### src/hdl/cc_pkg.sv
// ----------------------------------------------------------------------------
// cc_pkg
// Shared types, codes and preset tables for the chess clock.
// ----------------------------------------------------------------------------
package cc_pkg;

  // Request codes on the input tuser.
  localparam logic [1:0] REQ_PRESS = 2'd0;
  localparam logic [1:0] REQ_MOVE  = 2'd1;
  localparam logic [1:0] REQ_TICK  = 2'd2;

  localparam logic [2:0] PRESET_LAST = 3'd6;

  // Reciprocal of 60 scaled by 2^21, exact for values below 2^15.
  localparam logic [15:0] RECIP60       = 16'd34953;
  localparam int          RECIP60_SHIFT = 21;

  typedef enum logic [1:0] {
    MODE_WAITING  = 2'd0,
    MODE_ONGOING  = 2'd1,
    MODE_FINISHED = 2'd2
  } mode_t;

  typedef enum logic [1:0] {
    DISP_MENU  = 2'd0,
    DISP_START = 2'd1,
    DISP_TIME  = 2'd2,
    DISP_OVER  = 2'd3
  } disp_t;

  // Classified operation handed from front to back.
  typedef enum logic [2:0] {
    OP_NOP   = 3'd0,
    OP_SHORT = 3'd1,
    OP_LONG  = 3'd2,
    OP_MOVE  = 3'd3,
    OP_TICK  = 3'd4
  } op_t;

  // Clock state after one operation.
  typedef struct packed {
    mode_t              mode;
    logic               side;
    logic [2:0]         preset;
    logic               opening;
    logic signed [15:0] white;
    logic signed [15:0] black;
  } snap_t;

  typedef struct packed {
    mode_t              run_state;
    logic               to_move;
    logic [2:0]         preset;
    disp_t              display_kind;
    logic [9:0]         minutes;
    logic [5:0]         seconds;
    logic signed [15:0] white_seconds;
    logic signed [15:0] black_seconds;
  } res_t;

  function automatic logic [10:0] preset_start(input logic [2:0] idx);
    logic [10:0] r;
    case (idx)
      3'd0:    r = 11'd180;
      3'd1:    r = 11'd180;
      3'd2:    r = 11'd300;
      3'd3:    r = 11'd600;
      3'd4:    r = 11'd900;
      3'd5:    r = 11'd1800;
      default: r = 11'd180;
    endcase
    return r;
  endfunction

  function automatic logic [3:0] preset_inc(input logic [2:0] idx);
    logic [3:0] r;
    case (idx)
      3'd1:    r = 4'd2;
      3'd4:    r = 4'd10;
      default: r = 4'd0;
    endcase
    return r;
  endfunction

endpackage

### src/hdl/cc_front.sv
// ----------------------------------------------------------------------------
// cc_front
// Input side: holds the long-press threshold and classifies each request.
// ----------------------------------------------------------------------------
module cc_front (
  input  logic             clk,
  input  logic             rst,
  input  logic             cfg_wr_en,
  input  logic [7:0]       cfg_wr_data,
  input  logic             in_valid,
  input  logic [1:0]       req_type,
  input  logic [7:0]       press_duration,
  output logic             push,
  output cc_pkg::op_t      push_op,
  input  logic             q_ready
);
  import cc_pkg::*;

  logic [7:0] threshold;

  always_ff @(posedge clk) begin
    if (rst) begin
      threshold <= 8'd3;
    end else if (cfg_wr_en) begin
      threshold <= cfg_wr_data;
    end
  end

  always_comb begin
    unique case (req_type)
      REQ_PRESS: push_op = (press_duration > threshold) ? OP_LONG : OP_SHORT;
      REQ_MOVE:  push_op = OP_MOVE;
      REQ_TICK:  push_op = OP_TICK;
      default:   push_op = OP_NOP;
    endcase
  end

  assign push = in_valid && q_ready;

endmodule

### src/hdl/cc_queue.sv
// ----------------------------------------------------------------------------
// cc_queue
// Two-entry operation queue between front and back.
// ----------------------------------------------------------------------------
module cc_queue (
  input  logic        clk,
  input  logic        rst,
  input  logic        push,
  input  cc_pkg::op_t push_op,
  output logic        ready,
  output logic        valid,
  output cc_pkg::op_t pop_op,
  input  logic        pop
);
  import cc_pkg::*;

  op_t        mem [2];
  logic       wr_ptr;
  logic       rd_ptr;
  logic [1:0] count;

  assign ready  = (count != 2'd2);
  assign valid  = (count != 2'd0);
  assign pop_op = mem[rd_ptr];

  always_ff @(posedge clk) begin
    if (push) begin
      mem[wr_ptr] <= push_op;
    end
  end

  always_ff @(posedge clk) begin
    if (rst) begin
      wr_ptr <= 1'b0;
      rd_ptr <= 1'b0;
      count  <= 2'd0;
    end else begin
      if (push) wr_ptr <= ~wr_ptr;
      if (pop)  rd_ptr <= ~rd_ptr;
      case ({push, pop})
        2'b10:   count <= count + 2'd1;
        2'b01:   count <= count - 2'd1;
        default: count <= count;
      endcase
    end
  end

endmodule

### src/hdl/cc_back.sv
// ----------------------------------------------------------------------------
// cc_back
// Clock state and event execution; one operation per cycle while snap_ready is high.
// ----------------------------------------------------------------------------
module cc_back (
  input  logic          clk,
  input  logic          rst,
  input  logic          op_valid,
  input  cc_pkg::op_t   op,
  output logic          pop,
  input  logic          snap_ready,
  output logic          snap_valid,
  output cc_pkg::snap_t snap
);
  import cc_pkg::*;

  mode_t              mode, mode_next;
  logic [2:0]         preset, preset_next;
  logic [10:0]        start_sec, start_sec_next;
  logic [3:0]         inc_sec, inc_sec_next;
  logic               side, side_next;
  logic               opening, opening_next;
  logic signed [15:0] white, white_next;
  logic signed [15:0] black, black_next;
  logic [2:0]         preset_adv;

  // Add increment, saturate at the top of the range.
  function automatic logic signed [15:0] credit(input logic signed [15:0] t,
                                                input logic [3:0] inc);
    logic signed [16:0] s;
    s = {t[15], t} + $signed({13'd0, inc});
    return (s > 17'sd32767) ? 16'sd32767 : s[15:0];
  endfunction

  function automatic logic signed [15:0] charge(input logic signed [15:0] t);
    return (t == -16'sd32768) ? t : t - 16'sd1;
  endfunction

  assign pop        = op_valid && snap_ready;
  assign snap_valid = op_valid;
  assign preset_adv = (preset < PRESET_LAST) ? preset + 3'd1 : 3'd0;

  always_comb begin
    mode_next      = mode;
    preset_next    = preset;
    start_sec_next = start_sec;
    inc_sec_next   = inc_sec;
    side_next      = side;
    opening_next   = opening;
    white_next     = white;
    black_next     = black;
    unique case (op)
      OP_SHORT: begin
        preset_next = preset_adv;
        if (preset_adv < PRESET_LAST) begin
          start_sec_next = preset_start(preset_adv);
          inc_sec_next   = preset_inc(preset_adv);
        end
        mode_next = MODE_WAITING;
      end
      OP_LONG: begin
        if (mode == MODE_FINISHED) begin
          mode_next      = MODE_WAITING;
          preset_next    = 3'd0;
          start_sec_next = preset_start(3'd0);
          inc_sec_next   = preset_inc(3'd0);
        end else begin
          side_next    = 1'b0;
          white_next   = $signed({5'd0, start_sec});
          black_next   = $signed({5'd0, start_sec});
          mode_next    = MODE_ONGOING;
          opening_next = 1'b1;
        end
      end
      OP_MOVE: begin
        if (mode == MODE_ONGOING) begin
          if (!side) white_next = credit(white, inc_sec);
          else       black_next = credit(black, inc_sec);
          side_next = ~side;
        end
      end
      OP_TICK: begin
        if (mode == MODE_ONGOING) begin
          if (!side) begin
            if (opening) opening_next = 1'b0;
            else         white_next   = charge(white);
          end else begin
            black_next = charge(black);
          end
          if (white_next[15] || black_next[15]) mode_next = MODE_FINISHED;
        end
      end
      default: ;
    endcase
  end

  always_comb begin
    snap.mode    = mode_next;
    snap.side    = side_next;
    snap.preset  = preset_next;
    snap.opening = opening_next;
    snap.white   = white_next;
    snap.black   = black_next;
  end

  always_ff @(posedge clk) begin
    if (rst) begin
      mode      <= MODE_WAITING;
      preset    <= 3'd0;
      start_sec <= 11'd180;
      inc_sec   <= 4'd0;
      side      <= 1'b0;
      opening   <= 1'b0;
      white     <= 16'sd0;
      black     <= 16'sd0;
    end else if (pop) begin
      mode      <= mode_next;
      preset    <= preset_next;
      start_sec <= start_sec_next;
      inc_sec   <= inc_sec_next;
      side      <= side_next;
      opening   <= opening_next;
      white     <= white_next;
      black     <= black_next;
    end
  end

endmodule

### src/hdl/cc_fmt.sv
// ----------------------------------------------------------------------------
// cc_fmt
// Result pipeline: display kind, minutes/seconds split, output register.
// ----------------------------------------------------------------------------
module cc_fmt (
  input  logic          clk,
  input  logic          rst,
  input  logic          in_valid,
  input  cc_pkg::snap_t in_snap,
  output logic          in_ready,
  output logic          out_valid,
  output cc_pkg::res_t  out_res,
  input  logic          out_ready
);
  import cc_pkg::*;

  logic               v1, v2, v3;
  logic               en1, en2, en3;
  snap_t              s1;
  snap_t              s2;
  disp_t              disp2;
  logic               show2;
  logic [14:0]        act2;
  logic [30:0]        prod2;
  logic signed [15:0] act_c;
  disp_t              disp_c;
  logic [9:0]         mins_c;
  logic [15:0]        m60_c;
  logic [15:0]        rem_c;

  assign en3      = !v3 || out_ready;
  assign en2      = !v2 || en3;
  assign en1      = !v1 || en2;
  assign in_ready = en1;
  assign out_valid = v3;

  assign act_c = s1.side ? s1.black : s1.white;

  always_comb begin
    unique case (s1.mode)
      MODE_WAITING:  disp_c = DISP_MENU;
      MODE_FINISHED: disp_c = DISP_OVER;
      MODE_ONGOING:  disp_c = (!s1.side && s1.opening) ? DISP_START : DISP_TIME;
      default:       disp_c = DISP_MENU;
    endcase
  end

  // divide by 60: quotient from the scaled reciprocal, remainder by subtract
  assign mins_c = prod2[30:RECIP60_SHIFT];
  assign m60_c  = {mins_c, 6'd0} - {4'd0, mins_c, 2'd0};
  assign rem_c  = {1'b0, act2} - m60_c;

  always_ff @(posedge clk) begin
    if (rst) begin
      v1 <= 1'b0;
      v2 <= 1'b0;
      v3 <= 1'b0;
    end else begin
      if (en1) v1 <= in_valid;
      if (en2) v2 <= v1;
      if (en3) v3 <= v2;
    end
  end

  always_ff @(posedge clk) begin
    if (en1) begin
      s1 <= in_snap;
    end
    if (en2) begin
      s2    <= s1;
      disp2 <= disp_c;
      show2 <= (s1.mode != MODE_FINISHED) && !act_c[15];
      act2  <= act_c[14:0];
      prod2 <= 31'(act_c[14:0]) * 31'(RECIP60);
    end
    if (en3) begin
      out_res.run_state     <= s2.mode;
      out_res.to_move       <= s2.side;
      out_res.preset        <= s2.preset;
      out_res.display_kind  <= disp2;
      out_res.minutes       <= show2 ? mins_c : 10'd0;
      out_res.seconds       <= show2 ? rem_c[5:0] : 6'd0;
      out_res.white_seconds <= s2.white;
      out_res.black_seconds <= s2.black;
    end
  end

endmodule

### src/hdl/chess_clock_with_increment.sv
// ----------------------------------------------------------------------------
// chess_clock_with_increment
// Two-player countdown clock with per-move increment and preset menu.
// ----------------------------------------------------------------------------
// Path: a result follows its request transfer through the queue, state
//   update, divide-by-60 multiply and output register.
// Throughput: one request per cycle while the result stream is not stalled;
//   the single state-update step in the back end bounds it.
// Reset: rst (sync, high) empties queue and pipeline, sets threshold to 3,
//   menu mode, preset 0 (180 s, no increment), both times zero.
module chess_clock_with_increment (
  input  logic        clk,
  input  logic        rst,
  // configuration: long-press threshold
  input  logic        cfg_wr_en,
  input  logic [7:0]  cfg_wr_data,
  // request stream
  input  logic        s_axis_tvalid,
  output logic        s_axis_tready,
  input  logic [7:0]  s_axis_tdata,   // [7:0] press_duration
  input  logic [1:0]  s_axis_tuser,   // [1:0] req_type
  // result stream
  output logic        m_axis_tvalid,
  input  logic        m_axis_tready,
  output logic [55:0] m_axis_tdata,   // [1:0] run state, [2] side to move,
                                      // [5:3] preset, [15:6] minutes,
                                      // [21:16] seconds, [37:22] white_seconds,
                                      // [53:38] black_seconds, [55:54] zero
  output logic [1:0]  m_axis_tuser    // [1:0] display_kind
);
  import cc_pkg::*;

  logic  push;
  op_t   push_op;
  logic  q_ready;
  logic  q_valid;
  op_t   q_op;
  logic  pop;
  logic  snap_ready;
  logic  snap_valid;
  snap_t snap;
  res_t  res;

  // Front: classify press as short/long against the threshold.
  cc_front u_front (
    .clk            (clk),
    .rst            (rst),
    .cfg_wr_en      (cfg_wr_en),
    .cfg_wr_data    (cfg_wr_data),
    .in_valid       (s_axis_tvalid),
    .req_type       (s_axis_tuser),
    .press_duration (s_axis_tdata),
    .push           (push),
    .push_op        (push_op),
    .q_ready        (q_ready)
  );

  assign s_axis_tready = q_ready;

  // Decouples request acceptance from result back-pressure.
  cc_queue u_queue (
    .clk     (clk),
    .rst     (rst),
    .push    (push),
    .push_op (push_op),
    .ready   (q_ready),
    .valid   (q_valid),
    .pop_op  (q_op),
    .pop     (pop)
  );

  // Back: game state machine, times, presets.
  cc_back u_back (
    .clk        (clk),
    .rst        (rst),
    .op_valid   (q_valid),
    .op         (q_op),
    .pop        (pop),
    .snap_ready (snap_ready),
    .snap_valid (snap_valid),
    .snap       (snap)
  );

  // Result formatting and output register.
  cc_fmt u_fmt (
    .clk       (clk),
    .rst       (rst),
    .in_valid  (snap_valid),
    .in_snap   (snap),
    .in_ready  (snap_ready),
    .out_valid (m_axis_tvalid),
    .out_res   (res),
    .out_ready (m_axis_tready)
  );

  assign m_axis_tdata = {2'b00, res.black_seconds, res.white_seconds, res.seconds,
                         res.minutes, res.preset, res.to_move, res.run_state};
  assign m_axis_tuser = res.display_kind;

endmodule

### config.mk
export PLATFORM = sky130hd
export DESIGN_NAME = chess_clock_with_increment
export DESIGN_NICKNAME = d
export VERILOG_FILES = /design/src/hdl/cc_pkg.sv /design/src/hdl/cc_front.sv /design/src/hdl/cc_queue.sv /design/src/hdl/cc_back.sv /design/src/hdl/cc_fmt.sv /design/src/hdl/chess_clock_with_increment.sv
export SDC_FILE = /design/constraint.sdc
export NUM_CORES = 1
export LEC_CHECK = 0
export ABC_AREA = 1
export ABC_CLOCK_PERIOD_IN_PS = 5600
export BUFFER_PORTS_ARGS = -buffer_cell sky130_fd_sc_hd__buf_2
export CORE_MARGIN = 5
export CORE_UTILIZATION = 60
export DETAILED_ROUTE_END_ITERATION = 10
export MAX_ROUTING_LAYER = met4
export PLACE_DENSITY_LB_ADDON = 0.1
export SKIP_CTS_REPAIR_TIMING = 1
export SLEW_MARGIN = 20
export SYNTH_ARGS = -nofsm -noshare
export SYNTH_HDL_FRONTEND = slang
export SYNTH_HIERARCHICAL = 1
export SYNTH_SLANG_ARGS = --single-unit
### constraint.sdc
create_clock -name clk -period 5.6 [get_ports clk]
set_clock_uncertainty 0.05 [all_clocks]
set_input_delay 1.12 -clock clk [delete_from_list [all_inputs] [get_ports clk]]
set_output_delay 1.12 -clock clk [all_outputs]
set_load 0.005 [all_outputs]
==> results of run 1 <==
area by class of cell:
| cell class | instances | area share |
|---|---|---|
| Timing Repair Buffer | 87 | 0.0299 |
| Clock buffer | 31 | 0.0413 |
| Clock inverter | 13 | 0.00783 |
| Multi-Input combinational cell | 1145 | 0.434 |
| Tap cell | 285 | 0.0235 |
| Inverter | 256 | 0.0638 |
| Sequential cell | 224 | 0.400 |
power by group through the flow:
stage                     clock (mW)  combinational [mW]  sequential [mW]
final                           1.51                5.89             3.03
after global routing            1.62                6.70             3.11
after CTS                       1.55                5.87             3.03
after detailed placement           0                5.81             3.06
after global placement             0                5.73             3.05
after floorplan                    0                4.46             2.81
sequential cells by signal, indices dropped and copies added (netlist names), 2 cells and up, named ones only:
name               count
u_fmt/act2             6
u_fmt/s2              38
u_back/mode            2
u_front/threshold      8
u_fmt/out_res         56
u_queue/mem            6
u_back/black          16
u_back/white          16
u_back/inc_sec         2
u_fmt/disp2            2
u_fmt/s1              39
u_fmt/prod2           10
u_queue/count          2
u_back/start_sec       9
u_back/preset          3
cell families after synthesis:
kind of cell | share of synthesized area
xor+xnor | 0.0120
mux | 0.00243
fa+ha+maj | 0.131
simple gates | 0.243
flops | 0.436
compound gates | 0.0848
other cells | 0.000270
buf+inv | 0.0915
metrics by stage:
stage	power [mW]	utilization	hold slack (ns)
finish	10.4	0.668	0.367
CTS	10.4	0.668	0.369
floorplan	7.27	-	0.350
global placement	8.78	0.635	0.350
detailed placement	8.87	0.635	0.355
global route	11.4	0.668	0.372
critical path, delay by kind of cell, from the launching register on:
family / cells / cell delay, ns
adder cells (fa/ha/maj): 6 / 2.49
AO/OA/AOI/OAI: 4 / 0.77
flip-flops: 1 / 0.75
AND/OR/NAND/NOR: 5 / 0.43
buffers and inverters: 3 / 0.26
routing by layer:
metal | vias up | track usage | wire (um)
li1 | 5642 | - | -
met1 | 5215 | 0.358 | 14600
met2 | 452 | 0.412 | 15500
met3 | 62 | 0.0383 | 2890
met4 | 0 | 0.0846 | 1040
met5 | - | - | 0
layout by cell type (no fill, tap or decap), types with 24 or more instances in the layout:
cell       count
nand2_1      414
dfxtp_1       66
edfxtp_1     158
nor2_1       130
a21oi_1       81
buf_2         80
nand4_1       36
clkbuf_16     24
o21ai_0       91
inv_1        238
ha_1         110
nand3_1      119
how the worst max path moves through the flow:
stage,start,depth (start not counted),endpoint,slack [ns]
final,u_fmt/s1[36]$_DFFE_PP_,18,u_fmt/prod2[27]$_DFFE_PP_,0.59
after global routing,u_fmt/s1[36]$_DFFE_PP_,18,u_fmt/prod2[27]$_DFFE_PP_,0.21
after CTS,u_fmt/s1[36]$_DFFE_PP_,18,u_fmt/prod2[27]$_DFFE_PP_,0.62
after detailed placement,u_fmt/s1[36]$_DFFE_PP_,19,u_fmt/prod2[29]$_DFFE_PP_,0.68
after global placement,u_fmt/s1[36]$_DFFE_PP_,19,u_fmt/prod2[29]$_DFFE_PP_,0.78
after floorplan,m_axis_tready,14,u_queue/count[1]$_SDFFE_PP0P_,0.42
==> results_dict.tcl, run 1 <==
set metrics [dict create \
    outcome "finished clean" \
    synth_seq_area_share 0.436 \
    worstSetupPathType "reg2reg" \
    intPower_mw 5.45 \
    leakagePower_nw 7.65 \
    dpl.hpwl_mm 25.2 \
    start_kind "flip-flop" \
    sequentialPowerShare 0.291 \
    reg2reg_to "u_fmt/prod2[27]$_DFFE_PP_" \
    ys_warn_count 6 \
    synth-seq-cells 224 \
    initial_utilization 0.613 \
    critPathMaxFanout 18 \
    finalWirelength_mm 34.0 \
    final_cells 2041 \
    critPathRequiredTime_ns 5.82 \
    synth_area_leaders "edfxtp_1, nand2_1, ha_1" \
    synth_edf_count 158 \
    synth_ff_type "edfxtp_1" \
    yosysUniqueCellTypes 53 \
    slew-limit-headroom 0.340 \
    arrival_ns 5.24 \
    setup_ws_ns 0.585 \
    p_clk_frac 0.144 \
    post-place-cells 1997 \
    power_switching_mw 4.98 \
    place.gp.congestion 0.978 \
    path_cells "inv_6 > nand2_1 > nand2_1 > ha_1 > fa_1 > inv_1 > fa_1 > inv_1 > fa_1 > ha_1 > ha_1 > a21oi_1 > a21boi_1 > o21ai_0 > a21oi_1 > nand2_1 > nand2_1 > nand2_1" \
    cap_violations 0 \
    ir_drop_mv 0.437 \
    grt_usage 0.263 \
    syn-instance-count 1681 \
    grt_pass1_vias 10600 \
    max_freq_mhz 199 \
    clock_path_buffers 3 \
    placed_area_mm2 0.0144 \
    htreeDepth 1 \
    synth_area_leader_cell "edfxtp_1" \
    synth_top_cell_area_share 0.341 \
    drive_above_1_share 0.110 \
    rows 55 \
    hold_viol 0 \
    syn-cell-area_mm2 0.0139 \
    tns_ns 0 \
    chipHeight_um 162 \
    grt_max_degree 58 \
    grt_pass1_wl_mm 54.3 \
    multi_input_area_mm2 0.00658 \
    slowest_delay_ns 0.75 \
    cpMostUsedCell "nand2_1" \
    grt_overflow 0 \
    cts.clk_slew.worst_paths_ns 0.06 \
    final_area_mm2 0.0152 \
    combPwrFrac 0.565 \
    avgSynthCellArea_um2 8.28 \
    clockRootBuffer "clkbuf_16" \
    worst_pin_slew_ns 0.986 \
    viasPerCell 5.57 \
    reg2reg_depth 18 \
    dr.pass1.iters 5 \
    finalCritPeriodShare 0.895 \
    fin_nets 1893 \
    p_per_area_mw_per_mm2 687 \
    core_area_mm2 0.0227 \
    period_minus_slack_ns 5.01 \
    cts_tree "built" \
    n_fill_cell 1935 \
    antenna_found_initial 0 \
    setup_viol 0 \
    synth.most_common_cell "nand2_1" \
    async_flop_share 0 \
    whs_path_depth 0 \
    grt_setup_unrepaired "false" \
    cp-end-kind "flip-flop" \
    chipWidth_um 162 \
    insertedDiodeCount 0 \
    ios 83 \
    holdCritPathClass "reg2reg" \
    die_area_mm2 0.0263 \
    place_ws_ns 0.677 \
    numCtsBuffers 24 \
    drc 0 \
    ff_latch_area_mm2 0.00607 \
    wire_per_inst_um 16.7 \
    ys_top_cells_by_count "nand2_1, inv_1, edfxtp_1" \
    rrSetupSlack_ns 0.59 \
    clock-sinks 224 \
    slowest_stage "edfxtp_1" \
    numPortBuffers 80 \
    synthToLayoutAreaGrowth_pct 9.05 \
    via_count 11400 \
    clkLatencyLatePin_ns 0.54 \
    p_sw_frac 0.477 \
    whs_endpoint "u_fmt/out_res[19]$_DFFE_PP_" \
    slew_violations 0 \
    drtIter0Drc 903 \
    timing.rr.start "u_fmt/s1[36]$_DFFE_PP_" \
    timing.hold.worst.start "u_fmt/s2[19]$_DFFE_PP_" \
    ant_nets 0 \
]
(Power assumes the default switching activity.)
==> run 2, diff against run 1 <==
Settings changed: MAX_ROUTING_LAYER met4 to default.
==> run 2 against run 1 <==
Effect of this change:
- global-route usage shrank 1.3 points
- setup slack lost 0.018 ns
- clock power grew 9%
- largest cell class unchanged
- largest power group unchanged
- highest routed layer unchanged
==> results_dict.tcl, run 2 (same netlist as run 1, synthesis figures left out) <==
set metrics [dict create \
    final_area_mm2 0.0153 \
    drive_above_1_share 0.113 \
    cap_violations 0 \
    clock_path_buffers 3 \
    drtIter0Drc 930 \
    grt_pass1_vias 10500 \
    via_count 11300 \
    worstSetupPathType "reg2reg" \
    reg_top3 "u_fmt/out_res x56, u_fmt/s1 x39, u_fmt/s2 x38" \
    path_cells "inv_6 > nand2_1 > nand2_1 > ha_1 > fa_1 > inv_1 > fa_1 > inv_1 > fa_1 > ha_1 > ha_1 > a21oi_1 > a21boi_1 > o21ai_0 > a21oi_1 > nand2_1 > nand2_1 > nand2_1" \
    critPathRequiredTime_ns 5.84 \
    hold_viol 0 \
    cts_tree "built" \
    chipWidth_um 162 \
    slowest_delay_ns 0.77 \
    insertedDiodeCount 0 \
    worst_pin_slew_ns 0.953 \
    drc 0 \
    numPortBuffers 80 \
    n_fill_cell 1924 \
    whs_endpoint "u_fmt/out_res[28]$_DFFE_PP_" \
    final_cells 2041 \
    timing.hold.worst.start "u_fmt/s2[28]$_DFFE_PP_" \
    slew_violations 0 \
    synthToLayoutAreaGrowth_pct 9.69 \
    clock-sinks 224 \
    reg2reg_to "u_fmt/prod2[27]$_DFFE_PP_" \
    wire_per_inst_um 16.3 \
    start_kind "flip-flop" \
    top_register "u_fmt/out_res" \
    outcome "finished clean" \
    finalWirelength_mm 33.3 \
    ir_drop_mv 0.422 \
    slowest_stage "edfxtp_1" \
    period_minus_slack_ns 5.03 \
    clockRootBuffer "clkbuf_16" \
    fin_nets 1893 \
    post-place-cells 1997 \
    numCtsBuffers 24 \
    finalCritPeriodShare 0.899 \
    post-route-util 0.672 \
    ant_nets 0 \
    dr.pass1.iters 6 \
    critPathMaxFanout 18 \
    arrival_ns 5.27 \
    place.gp.congestion 0.956 \
    core_area_mm2 0.0227 \
    cp-end-kind "flip-flop" \
    grt_overflow 0 \
    rows 55 \
    initial_utilization 0.613 \
    cts.clk_slew.worst_paths_ns 0.07 \
    setup_viol 0 \
    antenna_found_initial 0 \
    grt_setup_unrepaired "false" \
    whs_path_depth 0 \
    grt_pass1_wl_mm 53.2 \
    placed_area_mm2 0.0144 \
    layout_common_cells "nand2_1, inv_1, edfxtp_1" \
    reg2reg_depth 18 \
    clkLatencyLatePin_ns 0.52 \
    grt_usage 0.251 \
    slew-limit-headroom 0.362 \
    leakagePower_nw 7.70 \
    cpMostUsedCell "nand2_1" \
    layout_commonest_cell "nand2_1" \
    dpl.hpwl_mm 25.0 \
    grt_max_degree 58 \
    largest_register_ffs 56 \
    ios 83 \
    chipHeight_um 162 \
    viasPerCell 5.53 \
    die_area_mm2 0.0263 \
    max_freq_mhz 199 \
    timing.rr.start "u_fmt/s1[36]$_DFFE_PP_" \
    htreeDepth 1 \
    holdCritPathClass "reg2reg" \
    tns_ns 0 \
    p_per_area_mw_per_mm2 693 \
    rrSetupSlack_ns 0.57 \
]
## run 2: cell types whose count changed in the layout (fill, tap and decap cells not counted)
| cell | change |
|---|---|
| bufinv_16 | +3 |
| clkbuf_1 | -3 |
| clkinv_1 | -1 |
| clkinv_2 | +1 |
| clkinv_4 | +3 |
| clkinv_8 | +1 |
| clkinvlp_4 | -2 |
| inv_6 | -2 |
## run 2: worst max-delay path, delay by kind of cell, from the launching register on
kind,cells,cell delay (ns)
buf+inv,3,0.28
flops,1,0.77
simple gates,5,0.45
fa+ha+maj,6,2.49
compound gates,4,0.74
## run 2: cell type report
class                   instances  area [um2]  share of cell area
well taps                     285         357              0.0234
clock buffers                  28         616              0.0403
repair buffers                 87         453              0.0297
multi-input cells            1145        6580               0.431
inverters                     256         968              0.0634
clock inverters                16         220              0.0144
flip-flops and latches        224        6070               0.397
## run 2: worst max-delay path by stage
stage                                 startpoint                            end  slack, ns  cells after the start
after floorplan                    m_axis_tready  u_queue/count[1]$_SDFFE_PP0P_       0.42                     14
after global placement    u_fmt/s1[36]$_DFFE_PP_      u_fmt/prod2[27]$_DFFE_PP_       0.79                     18
after detailed placement  u_fmt/s1[36]$_DFFE_PP_      u_fmt/prod2[27]$_DFFE_PP_       0.67                     18
after CTS                 u_fmt/s1[36]$_DFFE_PP_      u_fmt/prod2[27]$_DFFE_PP_       0.65                     18
after global routing      u_fmt/s1[36]$_DFFE_PP_      u_fmt/prod2[29]$_DFFE_PP_       0.30                     19
final                     u_fmt/s1[36]$_DFFE_PP_      u_fmt/prod2[27]$_DFFE_PP_       0.57                     18
## run 2: power by group
part	switching (mW)	internal, mW
combinational	3.87	2.04
clock	0.665	0.986
sequential	0.465	2.56
total	5.00	5.59
## run 2: per-stage QoR
| step | total power, mW | setup slack, ns | hold slack, ns |
|---|---|---|---|
| floorplan | 7.27 | 0.424 | 0.350 |
| global placement | 8.76 | 0.791 | 0.352 |
| detailed placement | 8.89 | 0.667 | 0.355 |
| CTS | 10.6 | 0.649 | 0.365 |
| global route | 11.6 | 0.299 | 0.374 |
| finish | 10.6 | 0.567 | 0.359 |
## run 2: routing by layer
metal | GRT usage | vias to the layer above | part of all wire
met5 | 0 | - | 0
met1 | 0.347 | 5148 | 0.43
li1 | - | 5651 | -
met2 | 0.407 | 428 | 0.45
met3 | 0.0340 | 69 | 0.077
met4 | 0.0892 | 0 | 0.036
==> run 3, diff against run 2 <==
Settings changed: PLACE_DENSITY_LB_ADDON 0.1 to 0.08.
==> run 3 against run 2 <==
Effect of this change:
- combinational power decreased by 0.8%
- largest cell class unchanged
- critical endpoint is now u_fmt/prod2[29]$_DFFE_PP_
- critical path type unchanged
- sequential cell count unchanged
- register-to-register slack better by 0.11 ns
==> results_dict.tcl, run 3 (same netlist as run 1, synthesis figures left out) <==
set metrics [dict create \
    outcome "finished clean" \
    reg_top3 "u_fmt/out_res x56, u_fmt/s1 x39, u_fmt/s2 x38" \
    slew-limit-headroom 0.376 \
    initial_utilization 0.613 \
    viasPerCell 5.53 \
    place.gp.congestion 0.975 \
    ant_nets 0 \
    whs_ns 0.364 \
    whs_endpoint "u_fmt/out_res[29]$_DFFE_PP_" \
    dpl.hpwl_mm 25.2 \
    arrival_ns 5.15 \
    grt_usage 0.251 \
    rrSetupSlack_ns 0.67 \
    layout_common_cells "nand2_1, inv_1, edfxtp_1" \
    clock_path_buffers 3 \
    worst_pin_slew_ns 0.932 \
    critPathRequiredTime_ns 5.82 \
    numCtsBuffers 25 \
    ir_drop_mv 0.398 \
    start_kind "flip-flop" \
    post-route-util 0.672 \
    top_register "u_fmt/out_res" \
    reg2reg_to "u_fmt/prod2[29]$_DFFE_PP_" \
    chipWidth_um 162 \
    leakagePower_nw 7.69 \
    drc 0 \
    numPortBuffers 80 \
    period_minus_slack_ns 4.93 \
    post-place-cells 1997 \
    finalWirelength_mm 33.3 \
    wire_per_inst_um 16.3 \
    fin_nets 1894 \
    grt_pass1_wl_mm 53.4 \
    clock-sinks 224 \
    p_per_area_mw_per_mm2 691 \
    rows 55 \
    grt_overflow 0 \
    setup_viol 0 \
    cp-end-kind "flip-flop" \
    dr.pass1.iters 8 \
    htreeDepth 1 \
    tns_ns 0 \
    layout_commonest_cell "nand2_1" \
    cap_violations 0 \
    power.total_mw 10.5 \
    critPathMaxFanout 18 \
    whs_path_depth 0 \
    clkLatencyLatePin_ns 0.53 \
    reg2reg_depth 19 \
    slew_violations 0 \
    via_count 11300 \
    drive_above_1_share 0.110 \
    insertedDiodeCount 0 \
    antenna_found_initial 0 \
    cts.clk_slew.worst_paths_ns 0.06 \
    grt_setup_unrepaired "false" \
    chipHeight_um 162 \
    ios 83 \
    drtIter0Drc 857 \
    timing.rr.start "u_fmt/s1[36]$_DFFE_PP_" \
    largest_register_ffs 56 \
    final_cells 2042 \
    clockRootBuffer "clkbuf_16" \
    max_freq_mhz 203 \
    die_area_mm2 0.0263 \
    holdCritPathClass "reg2reg" \
    grt_max_degree 58 \
    grt_pass1_vias 10500 \
    finalCritPeriodShare 0.880 \
    synthToLayoutAreaGrowth_pct 9.59 \
    core_area_mm2 0.0227 \
    worstSetupPathType "reg2reg" \
    hold_viol 0 \
    timing.hold.worst.start "u_fmt/s2[29]$_DFFE_PP_" \
    cts_tree "built" \
]
==> run 3: cell count changes in the layout (fill, tap and decap cells not counted) <==
cell        delta
clkbuf_16      +1
clkinv_4       -2
clkinv_8       -2
clkinvlp_4     -1
inv_16         +1
clkinv_1       +6
clkinv_2       -4
inv_6          +3
bufinv_16      -1
==> run 3: critical path, cell delays in order, from the launching register on <==
cell      delay (ns)
edfxtp_1        0.74
inv_6           0.15
or2_2           0.31
o21ai_1         0.17
inv_1           0.14
ha_1            0.30
ha_1            0.36
fa_1            0.42
fa_1            0.47
ha_1            0.30
ha_1            0.34
nand2_1         0.11
nor2_1          0.15
nand2_1         0.11
nor3_2          0.15
nand4_1         0.14
nand3_2         0.11
nand2_1         0.06
nand2_1         0.06
nand2_1         0.04
==> run 3: worst max-delay path by stage <==
stage,startpoint,end,slack [ns],cells past startpoint
floorplan,m_axis_tready,u_queue/count[1]$_SDFFE_PP0P_,0.42,14
global placement,u_fmt/s1[36]$_DFFE_PP_,u_fmt/prod2[27]$_DFFE_PP_,0.79,18
detailed placement,u_fmt/s1[36]$_DFFE_PP_,u_fmt/prod2[29]$_DFFE_PP_,0.68,19
CTS,u_fmt/s1[36]$_DFFE_PP_,u_fmt/prod2[29]$_DFFE_PP_,0.67,19
global route,u_fmt/s1[36]$_DFFE_PP_,u_fmt/prod2[27]$_DFFE_PP_,0.30,18
finish,u_fmt/s1[36]$_DFFE_PP_,u_fmt/prod2[29]$_DFFE_PP_,0.67,19
==> run 3: metal layers <==
layer  up-vias  GRT usage  part of all wire
met1      5170      0.356              0.44
met5         -          0                 0
met2       401      0.408              0.46
met4         0     0.0846             0.031
met3        68     0.0264             0.069
li1       5655          -                 -
==> run 3: per-stage QoR <==
stage               setup WS [ns]  area [um2]
global placement            0.788       14400
finish                      0.673       15200
CTS                         0.669       15200
floorplan                   0.424       13900
global route                0.300       15200
detailed placement          0.683       14400
==> run 3: report_power, final <==
part | switching (mW) | internal, mW
clock network | 0.656 | 0.969
logic | 3.83 | 2.04
registers | 0.480 | 2.56
total | 4.96 | 5.57
==> run 3: final cells by class <==
type,count,area (um2)
Fill cell,1850,7460
Multi-Input combinational cell,1145,6580
Sequential cell,224,6070
Inverter,256,968
Clock buffer,29,641
Timing Repair Buffer,87,453
Tap cell,285,357
Clock inverter,16,181
